File: config.mk
export PLATFORM = sky130hd
export DESIGN_NAME = cascaded_position_velocity_pi_core
export DESIGN_NICKNAME = d
export VERILOG_FILES = /design/src/rtl/cpvp_pkg.sv /design/src/rtl/cascaded_position_velocity_pi_core.sv
export SDC_FILE = /design/constraint.sdc
export NUM_CORES = 2
export LEC_CHECK = 0
export ABC_CLOCK_PERIOD_IN_PS = 11600
export BUFFER_PORTS_ARGS = -buffer_cell sky130_fd_sc_hd__buf_2
export CAP_MARGIN = 10
export CORE_MARGIN = 3
export CORE_UTILIZATION = 32
export CTS_BUF_LIST = sky130_fd_sc_hd__clkbuf_4 sky130_fd_sc_hd__clkbuf_8
export DETAILED_ROUTE_END_ITERATION = 8
export PLACE_DENSITY = 0.43
export SLEW_MARGIN = 20
export SYNTH_ARGS = -nofsm -noshare
export SYNTH_HDL_FRONTEND = slang
export SYNTH_SLANG_ARGS = --single-unit
export TNS_END_PERCENT = 30
File: constraint.sdc
create_clock -name clk -period 11.6 [get_ports clk]
set_clock_uncertainty 0.05 [all_clocks]
set_input_delay 1.16 -clock clk [delete_from_list [all_inputs] [get_ports clk]]
set_output_delay 1.16 -clock clk [all_outputs]
set_load 0.005 [all_outputs]
File: src/rtl/cpvp_pkg.sv
// Shared types and constants for the cascaded position / velocity PI core.
package cpvp_pkg;

	localparam int FRACTION_BITS_DEF = 16;
	localparam int TIME_WIDTH_DEF    = 32;

	localparam int CFG_IDX_W = 3;
	localparam logic [CFG_IDX_W-1:0] CFG_COUNTS_PER_TURN  = 3'd0;
	localparam logic [CFG_IDX_W-1:0] CFG_POSITION_GAIN    = 3'd1;
	localparam logic [CFG_IDX_W-1:0] CFG_VELOCITY_GAIN    = 3'd2;
	localparam logic [CFG_IDX_W-1:0] CFG_INTEGRAL_GAIN    = 3'd3;
	localparam logic [CFG_IDX_W-1:0] CFG_INTEGRATION_STEP = 3'd4;
	localparam logic [CFG_IDX_W-1:0] CFG_VELOCITY_TARGET  = 3'd5;

	localparam int SAMPLE_GAP     = 100;
	localparam int CONTROL_PERIOD = 2000;
	localparam int PWM_LIMIT      = 255;
	localparam int JUMP_LIMIT     = 50;
	localparam int SMALL_DIVISOR  = 1000;
	localparam int ANGLE_SPAN     = 720;
	localparam int TGT_BITS       = 27;
	localparam int SAT_W          = 80;

	// divide by 720 as a shift by 4, then a multiply by ceil(2^29 / 45) and a shift by 29
	localparam int          TGT_SHIFT     = 4;
	localparam int          TGT_RCP_SHIFT = 29;
	localparam logic [23:0] TGT_RECIP     = 24'd11930465;

	typedef enum logic [3:0] {
		ST_IDLE,
		ST_SAMPLE,
		ST_DIV,
		ST_DIV_DONE,
		ST_CTRL,
		ST_MUL_LO,
		ST_MUL_HI,
		ST_MUL_FIN,
		ST_PERR,
		ST_DRIVE,
		ST_JUMP,
		ST_OUT
	} state_t;

	typedef enum logic [1:0] {
		DOP_VEL,
		DOP_AVG
	} dop_t;

	typedef enum logic [2:0] {
		MOP_TGT,
		MOP_RCP,
		MOP_PERR,
		MOP_VEL,
		MOP_INT,
		MOP_STEP
	} mop_t;

endpackage

File: src/rtl/cascaded_position_velocity_pi_core.sv
// Cascaded position / velocity PI core: sequencer, shared divider and shared multiplier.
// With neither a sample nor a loop due, an input goes from ST_SAMPLE through ST_CTRL and ST_JUMP to ST_OUT.
// A velocity sample adds a pass of the restoring divider (one bit a cycle).
// A loop update adds the shared multiplier passes, plus the 48-bit average divide when samples exist.
// One item at a time: a new input is taken only in ST_IDLE, after the last result is taken.
// Reset (arst_n low, asynchronous): sequencer and architectural state zero, configuration registers at defaults.
module cascaded_position_velocity_pi_core #(
	parameter int FRACTION_BITS = cpvp_pkg::FRACTION_BITS_DEF,
	parameter int TIME_WIDTH    = cpvp_pkg::TIME_WIDTH_DEF
) (
	input  logic                           clk,
	input  logic                           arst_n,
	input  logic                           cfg_valid,
	output logic                           cfg_ready,
	input  logic [cpvp_pkg::CFG_IDX_W-1:0] cfg_index,
	input  logic [31:0]                    cfg_data,
	input  logic                           in_valid,
	output logic                           in_ready,
	input  logic [31:0]                    time_us,
	input  logic signed [31:0]             encoder_position,
	input  logic [9:0]                     target_angle,
	output logic                           out_valid,
	input  logic                           out_ready,
	output logic [7:0]                     pwm_duty,
	output logic                           direction,
	output logic                           loop_ran
);
	import cpvp_pkg::*;

	localparam int F     = FRACTION_BITS;
	localparam int TW    = TIME_WIDTH;
	localparam int VBITS = 33 + F;
	localparam int DW    = (VBITS > 48) ? VBITS : 48;
	localparam int DVW   = TW;
	localparam int CW    = $clog2(DW + 1);
	localparam int SW    = SAT_W;
	localparam logic signed [SW-1:0] V48_MAX = SW'(48'h7FFF_FFFF_FFFF);
	localparam logic signed [SW-1:0] V48_MIN = -V48_MAX - SW'(1);
	localparam logic [71:0] R_CAP = 72'(1) << 47;
	localparam logic signed [47:0] LIM = 48'(PWM_LIMIT) << F;
	localparam logic [47:0] SMALL_THR = 48'((64'(1) << F) / SMALL_DIVISOR);
	localparam logic signed [SW-1:0] JUMP_THR = SW'(JUMP_LIMIT) << F;

	function automatic logic [47:0] mag48(input logic [47:0] x);
		return x[47] ? (~x + 48'd1) : x;
	endfunction

	function automatic logic [23:0] mag24(input logic [23:0] x);
		return x[23] ? (~x + 24'd1) : x;
	endfunction

	function automatic logic signed [47:0] sat48(input logic signed [SW-1:0] x);
		logic signed [47:0] r;
		if (x > V48_MAX) begin
			r = V48_MAX[47:0];
		end else if (x < V48_MIN) begin
			r = V48_MIN[47:0];
		end else begin
			r = x[47:0];
		end
		return r;
	endfunction

	// configuration registers
	logic [15:0]        cpt_q;
	logic signed [23:0] pos_gain_q, vel_gain_q, int_gain_q;
	logic [23:0]        int_step_q;
	logic signed [31:0] vel_target_q;

	// architectural state
	state_t             state_q, state_d;
	logic [TW-1:0]      sample_time_q, control_time_q;
	logic signed [31:0] prev_pos_q;
	logic signed [47:0] vel_sum_q, err_int_q, drive_now_q, drive_before_q;
	logic [15:0]        sample_cnt_q;
	logic [7:0]         pwm_q;
	logic               dir_q, ran_q;

	// working registers
	logic [TW-1:0]      t_q;
	logic signed [31:0] enc_q;
	logic [9:0]         angle_q;
	logic               dx_neg_q;
	logic [DW-1:0]      div_q_q;
	logic [DVW-1:0]     div_r_q, div_d_q;
	logic [CW-1:0]      div_cnt_q;
	dop_t               dop_q;
	logic [47:0]        mul_a_q;
	logic [23:0]        mul_b_q;
	logic               mul_neg_q;
	mop_t               mop_q;
	logic [47:0]        mul_p_q, mul_lo_q;
	logic [18:0]        target_q;
	logic signed [47:0] avg_q, verr_q, t1_q, u_q, t3_q;
	logic               vel_sum_sign_q;

	// sequencer controls
	logic           div_start;
	logic [DW-1:0]  div_dividend;
	logic [DVW-1:0] div_divisor;
	logic [CW-1:0]  div_bits;
	dop_t           div_op;
	logic           mul_start;
	logic [47:0]    mul_a;
	logic [23:0]    mul_b;
	logic           mul_neg;
	mop_t           mul_op;

	// datapath
	logic [TW-1:0]        dt_w;
	logic                 sample_due, loop_due;
	logic signed [32:0]   dx_w;
	logic [32:0]          dx_mag;
	logic [DVW+1:0]       trial_w;
	logic [47:0]          mul_prod_w;
	logic [71:0]          mul_full_w;
	logic [71:0]          mq_r, mq_c;
	logic signed [SW-1:0] mq_s;
	logic signed [47:0]   mq_w;
	logic signed [SW-1:0] p_s;
	logic signed [47:0]   verr_w;
	logic signed [33:0]   perr_w;
	logic [33:0]          perr_mag;
	logic signed [SW-1:0] vel_s;
	logic [47:0]          u_mag;
	logic signed [SW-1:0] jump_w;

	assign dt_w       = t_q - sample_time_q;
	assign sample_due = dt_w > TW'(SAMPLE_GAP);
	assign loop_due   = (t_q - control_time_q) >= TW'(CONTROL_PERIOD);
	assign dx_w       = {enc_q[31], enc_q} - {prev_pos_q[31], prev_pos_q};
	assign dx_mag     = dx_w[32] ? (~dx_w + 33'd1) : dx_w;
	assign trial_w    = {1'b0, div_r_q, div_q_q[DW-1]} - {2'b00, div_d_q};
	assign mul_prod_w = 48'(mul_b_q) * 48'((state_q == ST_MUL_LO) ? mul_a_q[23:0]
		: mul_a_q[47:24]);
	assign mul_full_w = {mul_p_q, 24'd0} + 72'(mul_lo_q);
	assign mq_r       = mul_full_w >> F;
	assign mq_c       = (mq_r > R_CAP) ? R_CAP : mq_r;
	assign mq_s       = SW'(mq_c[47:0]);
	assign mq_w       = sat48(mul_neg_q ? -mq_s : mq_s);
	assign p_s        = SW'(mul_full_w);
	assign verr_w     = sat48((mul_neg_q ? -p_s : p_s) + SW'(vel_target_q) - SW'(avg_q));
	assign perr_w     = $signed({15'd0, target_q}) - {{2{enc_q[31]}}, enc_q};
	assign perr_mag   = perr_w[33] ? (~perr_w + 34'd1) : perr_w;
	assign vel_s      = dx_neg_q ? -SW'(div_q_q) : SW'(div_q_q);
	assign u_mag      = mag48(u_q);
	assign jump_w     = SW'(drive_now_q) - SW'(drive_before_q);

	assign cfg_ready = 1'b1;
	assign pwm_duty  = pwm_q;
	assign direction = dir_q;
	assign loop_ran  = ran_q;

	always_comb begin
		state_d = state_q;
		unique case (state_q)
			ST_IDLE:     if (in_valid) state_d = ST_SAMPLE;
			ST_SAMPLE:   state_d = sample_due ? ST_DIV : ST_CTRL;
			ST_DIV:      if (div_cnt_q == CW'(1)) state_d = ST_DIV_DONE;
			ST_DIV_DONE: begin
				unique case (dop_q)
					DOP_VEL: state_d = ST_CTRL;
					DOP_AVG: state_d = ST_PERR;
					default: state_d = ST_PERR;
				endcase
			end
			ST_CTRL:     state_d = loop_due ? ST_MUL_LO : ST_JUMP;
			ST_MUL_LO:   state_d = ST_MUL_HI;
			ST_MUL_HI:   state_d = ST_MUL_FIN;
			ST_MUL_FIN: begin
				unique case (mop_q)
					MOP_RCP:  state_d = (sample_cnt_q != 16'd0) ? ST_DIV : ST_PERR;
					MOP_STEP: state_d = ST_DRIVE;
					default:  state_d = ST_MUL_LO;
				endcase
			end
			ST_PERR:     state_d = ST_MUL_LO;
			ST_DRIVE:    state_d = ST_JUMP;
			ST_JUMP:     state_d = ST_OUT;
			ST_OUT:      if (out_ready) state_d = ST_IDLE;
			default:     state_d = ST_IDLE;
		endcase
	end

	always_comb begin
		in_ready     = (state_q == ST_IDLE);
		out_valid    = (state_q == ST_OUT);
		div_start    = 1'b0;
		div_dividend = '0;
		div_divisor  = '0;
		div_bits     = '0;
		div_op       = DOP_VEL;
		mul_start    = 1'b0;
		mul_a        = '0;
		mul_b        = '0;
		mul_neg      = 1'b0;
		mul_op       = MOP_TGT;
		unique case (state_q)
			ST_SAMPLE: begin
				if (sample_due) begin
					div_start    = 1'b1;
					div_dividend = DW'({dx_mag, {F{1'b0}}}) << (DW - VBITS);
					div_divisor  = dt_w;
					div_bits     = CW'(VBITS);
					div_op       = DOP_VEL;
				end
			end
			ST_CTRL: begin
				if (loop_due) begin
					mul_start = 1'b1;
					mul_a     = 48'({angle_q, 1'b0});
					mul_b     = 24'(cpt_q);
					mul_op    = MOP_TGT;
				end
			end
			ST_PERR: begin
				mul_start = 1'b1;
				mul_a     = 48'(perr_mag);
				mul_b     = mag24(pos_gain_q);
				mul_neg   = perr_w[33] ^ pos_gain_q[23];
				mul_op    = MOP_PERR;
			end
			ST_MUL_FIN: begin
				unique case (mop_q)
					MOP_TGT: begin
						mul_start = 1'b1;
						mul_a     = 48'(mul_full_w[TGT_BITS-1:TGT_SHIFT]);
						mul_b     = TGT_RECIP;
						mul_op    = MOP_RCP;
					end
					MOP_RCP: begin
						if (sample_cnt_q != 16'd0) begin
							div_start    = 1'b1;
							div_dividend = DW'(mag48(vel_sum_q)) << (DW - 48);
							div_divisor  = DVW'(sample_cnt_q);
							div_bits     = CW'(48);
							div_op       = DOP_AVG;
						end
					end
					MOP_PERR: begin
						mul_start = 1'b1;
						mul_a     = mag48(verr_w);
						mul_b     = mag24(vel_gain_q);
						mul_neg   = verr_w[47] ^ vel_gain_q[23];
						mul_op    = MOP_VEL;
					end
					MOP_VEL: begin
						mul_start = 1'b1;
						mul_a     = mag48(err_int_q);
						mul_b     = mag24(int_gain_q);
						mul_neg   = err_int_q[47] ^ int_gain_q[23];
						mul_op    = MOP_INT;
					end
					MOP_INT: begin
						mul_start = 1'b1;
						mul_a     = mag48(verr_q);
						mul_b     = int_step_q;
						mul_neg   = verr_q[47];
						mul_op    = MOP_STEP;
					end
					default: begin
						mul_start = 1'b0;
					end
				endcase
			end
			default: begin
				mul_start = 1'b0;
			end
		endcase
	end

	always_ff @(posedge clk or negedge arst_n) begin
		if (!arst_n) begin
			state_q        <= ST_IDLE;
			div_cnt_q      <= '0;
			cpt_q          <= 16'd1024;
			pos_gain_q     <= 24'sd65536;
			vel_gain_q     <= 24'sd65536;
			int_gain_q     <= '0;
			int_step_q     <= 24'd65536;
			vel_target_q   <= '0;
			sample_time_q  <= '0;
			control_time_q <= '0;
			prev_pos_q     <= '0;
			vel_sum_q      <= '0;
			sample_cnt_q   <= '0;
			err_int_q      <= '0;
			drive_now_q    <= '0;
			drive_before_q <= '0;
			pwm_q          <= '0;
			dir_q          <= 1'b0;
			ran_q          <= 1'b0;
		end else begin
			state_q <= state_d;
			if (cfg_valid) begin
				unique case (cfg_index)
					CFG_COUNTS_PER_TURN:  cpt_q        <= cfg_data[15:0];
					CFG_POSITION_GAIN:    pos_gain_q   <= cfg_data[23:0];
					CFG_VELOCITY_GAIN:    vel_gain_q   <= cfg_data[23:0];
					CFG_INTEGRAL_GAIN:    int_gain_q   <= cfg_data[23:0];
					CFG_INTEGRATION_STEP: int_step_q   <= cfg_data[23:0];
					CFG_VELOCITY_TARGET:  vel_target_q <= cfg_data;
					default: ;
				endcase
			end
			if (div_start) begin
				div_cnt_q <= div_bits;
			end else if (state_q == ST_DIV) begin
				div_cnt_q <= div_cnt_q - CW'(1);
			end
			unique case (state_q)
				ST_SAMPLE: begin
					if (sample_due) begin
						sample_time_q <= t_q;
						prev_pos_q    <= enc_q;
						if (sample_cnt_q != 16'hFFFF) sample_cnt_q <= sample_cnt_q + 16'd1;
					end
				end
				ST_DIV_DONE: begin
					if (dop_q == DOP_VEL) begin
						vel_sum_q <= sat48(SW'(vel_sum_q) + vel_s);
					end
				end
				ST_MUL_FIN: begin
					if (mop_q == MOP_RCP) begin
						vel_sum_q    <= '0;
						sample_cnt_q <= '0;
					end
				end
				ST_CTRL: begin
					ran_q <= loop_due;
					if (loop_due) control_time_q <= t_q;
				end
				ST_DRIVE: begin
					if (u_q > 48'sd0) dir_q <= 1'b0;
					else if (u_q < 48'sd0) dir_q <= 1'b1;
					if (u_q > LIM) begin
						drive_now_q <= LIM;
						pwm_q       <= 8'(PWM_LIMIT);
					end else if (u_q < -LIM) begin
						drive_now_q <= -LIM;
						pwm_q       <= 8'(PWM_LIMIT);
					end else begin
						drive_now_q <= u_q;
						if (u_mag > SMALL_THR) begin
							pwm_q     <= 8'(u_mag >> F);
							err_int_q <= sat48(SW'(err_int_q) + SW'(t3_q));
						end
					end
				end
				ST_JUMP: begin
					if (jump_w > JUMP_THR || jump_w < -JUMP_THR) pwm_q <= '0;
					drive_before_q <= drive_now_q;
				end
				default: ;
			endcase
		end
	end

	always_ff @(posedge clk) begin
		if (in_valid && in_ready) begin
			t_q     <= TW'(time_us);
			enc_q   <= encoder_position;
			angle_q <= target_angle;
		end
		if (state_q == ST_SAMPLE) dx_neg_q <= dx_w[32];
		if (div_start) begin
			div_q_q <= div_dividend;
			div_r_q <= '0;
			div_d_q <= div_divisor;
			dop_q   <= div_op;
		end else if (state_q == ST_DIV) begin
			if (!trial_w[DVW+1]) begin
				div_r_q <= trial_w[DVW-1:0];
				div_q_q <= {div_q_q[DW-2:0], 1'b1};
			end else begin
				div_r_q <= {div_r_q[DVW-2:0], div_q_q[DW-1]};
				div_q_q <= {div_q_q[DW-2:0], 1'b0};
			end
		end
		if (mul_start) begin
			mul_a_q   <= mul_a;
			mul_b_q   <= mul_b;
			mul_neg_q <= mul_neg;
			mop_q     <= mul_op;
		end
		if (state_q == ST_MUL_LO) mul_p_q <= mul_prod_w;
		if (state_q == ST_MUL_HI) begin
			mul_lo_q <= mul_p_q;
			mul_p_q  <= mul_prod_w;
		end
		if (state_q == ST_DIV_DONE) begin
			if (dop_q == DOP_AVG) begin
				avg_q <= vel_sum_sign_q ? -$signed(div_q_q[47:0]) : $signed(div_q_q[47:0]);
			end
		end
		if (state_q == ST_MUL_FIN) begin
			unique case (mop_q)
				MOP_RCP: begin
					target_q <= mul_full_w[TGT_RCP_SHIFT+18:TGT_RCP_SHIFT];
					avg_q    <= '0;
				end
				MOP_PERR: verr_q <= verr_w;
				MOP_VEL:  t1_q   <= mq_w;
				MOP_INT:  u_q    <= sat48(SW'(t1_q) + SW'(mq_w));
				MOP_STEP: t3_q   <= mq_w;
				default: ;
			endcase
		end
	end

	always_ff @(posedge clk) begin
		if (div_start && div_op == DOP_AVG) vel_sum_sign_q <= vel_sum_q[47];
	end

`ifndef ASSERT_OFF
	a_ready_excl: assert property (@(posedge clk) disable iff (!arst_n)
		!(in_ready && out_valid))
		else $error("input ready while a result is pending");
	a_accept_busy: assert property (@(posedge clk) disable iff (!arst_n)
		in_valid && in_ready |=> !in_ready && !out_valid)
		else $error("sequencer did not leave idle after input transfer");
	a_out_idle: assert property (@(posedge clk) disable iff (!arst_n)
		out_valid && out_ready |=> in_ready)
		else $error("sequencer did not return to idle after output transfer");
	a_div_cnt: assert property (@(posedge clk) disable iff (!arst_n)
		state_q == ST_DIV |-> div_cnt_q != '0)
		else $error("divider running with zero step count");
`endif

endmodule
==> flow_summary.yaml <==
floorplanning:
  core.rowCount: 206
  die-area_mm2: 0.3256
  io_pins: 127
  core-area_mm2: 0.3160
  die_w_um: 570.6
  initial_utilization_pct: 32.28
  die_y_um: 570.6
clock_network:
  htreeDepth: 4
  cts.sinks: 1089
  clk_path_buf_depth: 4
  cts.clk_slew.worst_paths_ns: 0.07
  cts_root_buf: "clkbuf_8"
  clock_latency_ns: 1.07
  cts_tree: "built"
  cts_buffers: 217
hold_path:
  holdPathEnd: "enc_q[1]"
  min_from: "encoder_position[1]"
  hold_path_depth: 1
  hp-class: "in -> reg"
synth:
  synthSimpleGateAreaFrac_pct: 17.04
  async_reset_ff_share_pct: 42.98
  syn_area_per_cell_um2: 8.803
  synth_area_mm2: 0.1020
  synth-edff-count: 541
  yosysMostFrequentCell: "nand2_1"
  syn_inst: 11590
  syn_nets: 12940
  yosysTopAreaCell: "edfxtp_1"
  ys_seq_area_share_pct: 28.98
  synth_compound_area_share_pct: 18.29
  yosys-mux-area-fraction_pct: 2.224
  yosys-top-cells-count: "1329 x nand2_1, 1019 x inv_1, 801 x o21ai_0, 690 x a21oi_1, 671 x ha_1"
  synthXorXnorAreaFrac_pct: 8.233
  synth_cell_types: 101
  synth_fa_ha_area_share_pct: 19.45
  synth_top_area_share_pct: 15.93
  yosys_warnings: 0
  synth-seq-cells: 1089
  synth.area.top_cells: "edfxtp_1 16%, dfrtp_1 11%, fa_1 11%"
  ys.flop_type: "edfxtp_1"
  synth_top_family_by_area: "adder cells"
critical_path:
  critPathKind: "reg -> reg"
  crit_arrival_ns: 11.91
  r2r_end: "mul_a_q[32]"
  ff2ff_setup_slack_ns: 0.39
  reg2reg_depth: 44
  end_kind: "register"
  cp.required_ns: 12.30
  startpoint_type: "register"
  max_stage_delay_ns: 0.58
  crit_top_cell: "buf_4"
  crit_fanout: 7
  crit_slowest_cell: "or4_1"
  crit_start: "mul_p_q[2]"
  r2r_start: "mul_p_q[2]"
route:
  dr.pass1.iters: 7
  routedWlPerCell_um: 24.77
  initialDrtViolationCount: 7010
  drc_errors: 0
  vias_per_cell: 5.487
  ant_nets: 0
  routed_wl_mm: 399.9
  vias: 88610
timing:
  slew_headroom_pct: 14.66
  fmax_mhz: 89.17
  setup_slack_ns: 0.3860
  hold_violations: 0
  tightest_slew_ns: 1.276
  slew_viol_final: 0
  min_period_ns: 11.21
  fin_crit_sh_pct: 96.67
  setup_viol: 0
layout:
  nNetsFinal: 13140
  syn_to_final_growth_pct: 11.85
  drive_gt1_share_pct: 10.38
place:
  hpwl_mm: 315.3
  post-place-ws_ns: -0.04478
  place_congestion: 1.000
  portBuffers: 125
grt:
  grt_usage_pct: 24.11
  grt_pass1_vias: 88110
  overflow: 0
  grt_max_degree: 136
  grt_pass1_wl_mm: 592.0
  antenna_found_initial: 25
flow_run:
  drv_cap: 0
run_status:
  status: "finished, final reports clean"
## worst max path at each step
stage,end,slack [ns],cells after the start
2_1_floorplan,mul_a_q[46],1.02,40
3_3_place_gp,mul_a_q[46],-0.13,41
3_5_place_dp,mul_a_q[46],-0.04,40
4_1_cts,mul_a_q[46],0.002,42
5_1_grt,mul_a_q[46],-0.009,42
6_report,mul_a_q[32],0.39,44
## layout make-up
type                    instances  area [um2]
clock buffers                 315        3891
clock inverters                88       852.1
well taps                    4160        5205
multi-input cells            8949       67070
flip-flops and latches       1089       29570
fillers                     32530      201900
repair buffers                511        3633
diodes                         16       40.04
inverters                    1020        3829
## worst max-delay path, delay by kind of cell, from the launching register on
kind,cells,cell delay [ns]
and+or+nand+nor,16,4.71
xor gates and xnor gates,1,0.26
DFF,1,0.41
AOI/OAI and AO/OA,17,3.19
adders and majority gates,4,1.38
buffers and inverters,6,0.93
## sequential cells by signal, indices dropped and copies added, names as in the netlist, 48 cells and up
register / cells
mul_lo_q: 48
drive_now_q: 48
mul_a_q: 48
drive_before_q: 48
div_q_q: 49
err_int_q: 48
vel_sum_q: 48
t1_q: 48
verr_q: 48
u_q: 48
t3_q: 48
mul_p_q: 48
avg_q: 48
## cells by family (layout without fill, tap and decap cells)
group	count (synthesis)	after routing
AND/OR/NAND/NOR	3606	3606
other	1	17
flip-flops	1089	1089
multiplexers	207	207
buffers and inverters	1549	1934
adder cells (fa/ha/maj)	1243	1243
XOR/XNOR	958	958
AO/OA/AOI/OAI	2934	2934
## stage by stage
stage / hold slack [ns] / cell area (um2) / util [%] / TNS (ns) / instances
finish: 0.2434 / 114100 / 36.10 / 0 / 16150
detailed placement: 0.3995 / 109100 / 34.53 / -0.1501 / 15730
global route: 0.1590 / 114100 / 36.10 / -0.02702 / 16140
global placement: 0.3890 / 109000 / 34.50 / -0.4029 / 15720
CTS: 0.1202 / 113900 / 36.03 / 0 / 16130
floorplan: 0.3834 / 102000 / - / 0 / 11590
## layout by cell type (no fill, tap or decap), types with 83 or more instances in the layout
cell,instances
nand2_1,1325
inv_1,1019
o21ai_0,794
a21oi_1,684
ha_1,668
nor2_1,653
fa_1,571
edfxtp_1,541
xnor2_1,515
dfrtp_1,462
xor2_1,439
buf_4,376
clkbuf_8,244
nand3_1,242
a21o_1,221
nor2b_1,205
nor3_1,200
mux2_2,157
and2_1,144
or3_1,129
nand2b_1,128
o21a_1,125
o31ai_1,125
buf_2,124
a211oi_1,121
nand4_1,107
o22ai_1,95
and3_1,84
o21bai_1,83
## repair_timing
item | 4_1_cts | 5_1_grt
pin swaps | 1 | 6
setup endpoints to repair | 8 | 69
endpoints found under the hold margin | 1 | 0
cloned | 0 | 0
buffers inserted | 0 | 2
hold buffers | 1 | 0
resized for setup | 2 | 39
## metal layers
metal	global-route usage (%)	wire (um)	share of wire [%]	vias to the layer above
met5	0	14	0.0035	-
li1	-	-	-	41170
met1	33.73	185200	46	44310
met3	3.113	20350	5.1	549
met4	9.331	17010	4.3	2
met2	37.70	177300	44	2579
Power is not shown: default switching activity piles up to over one toggle a cycle in this logic, so the estimate is an artifact.
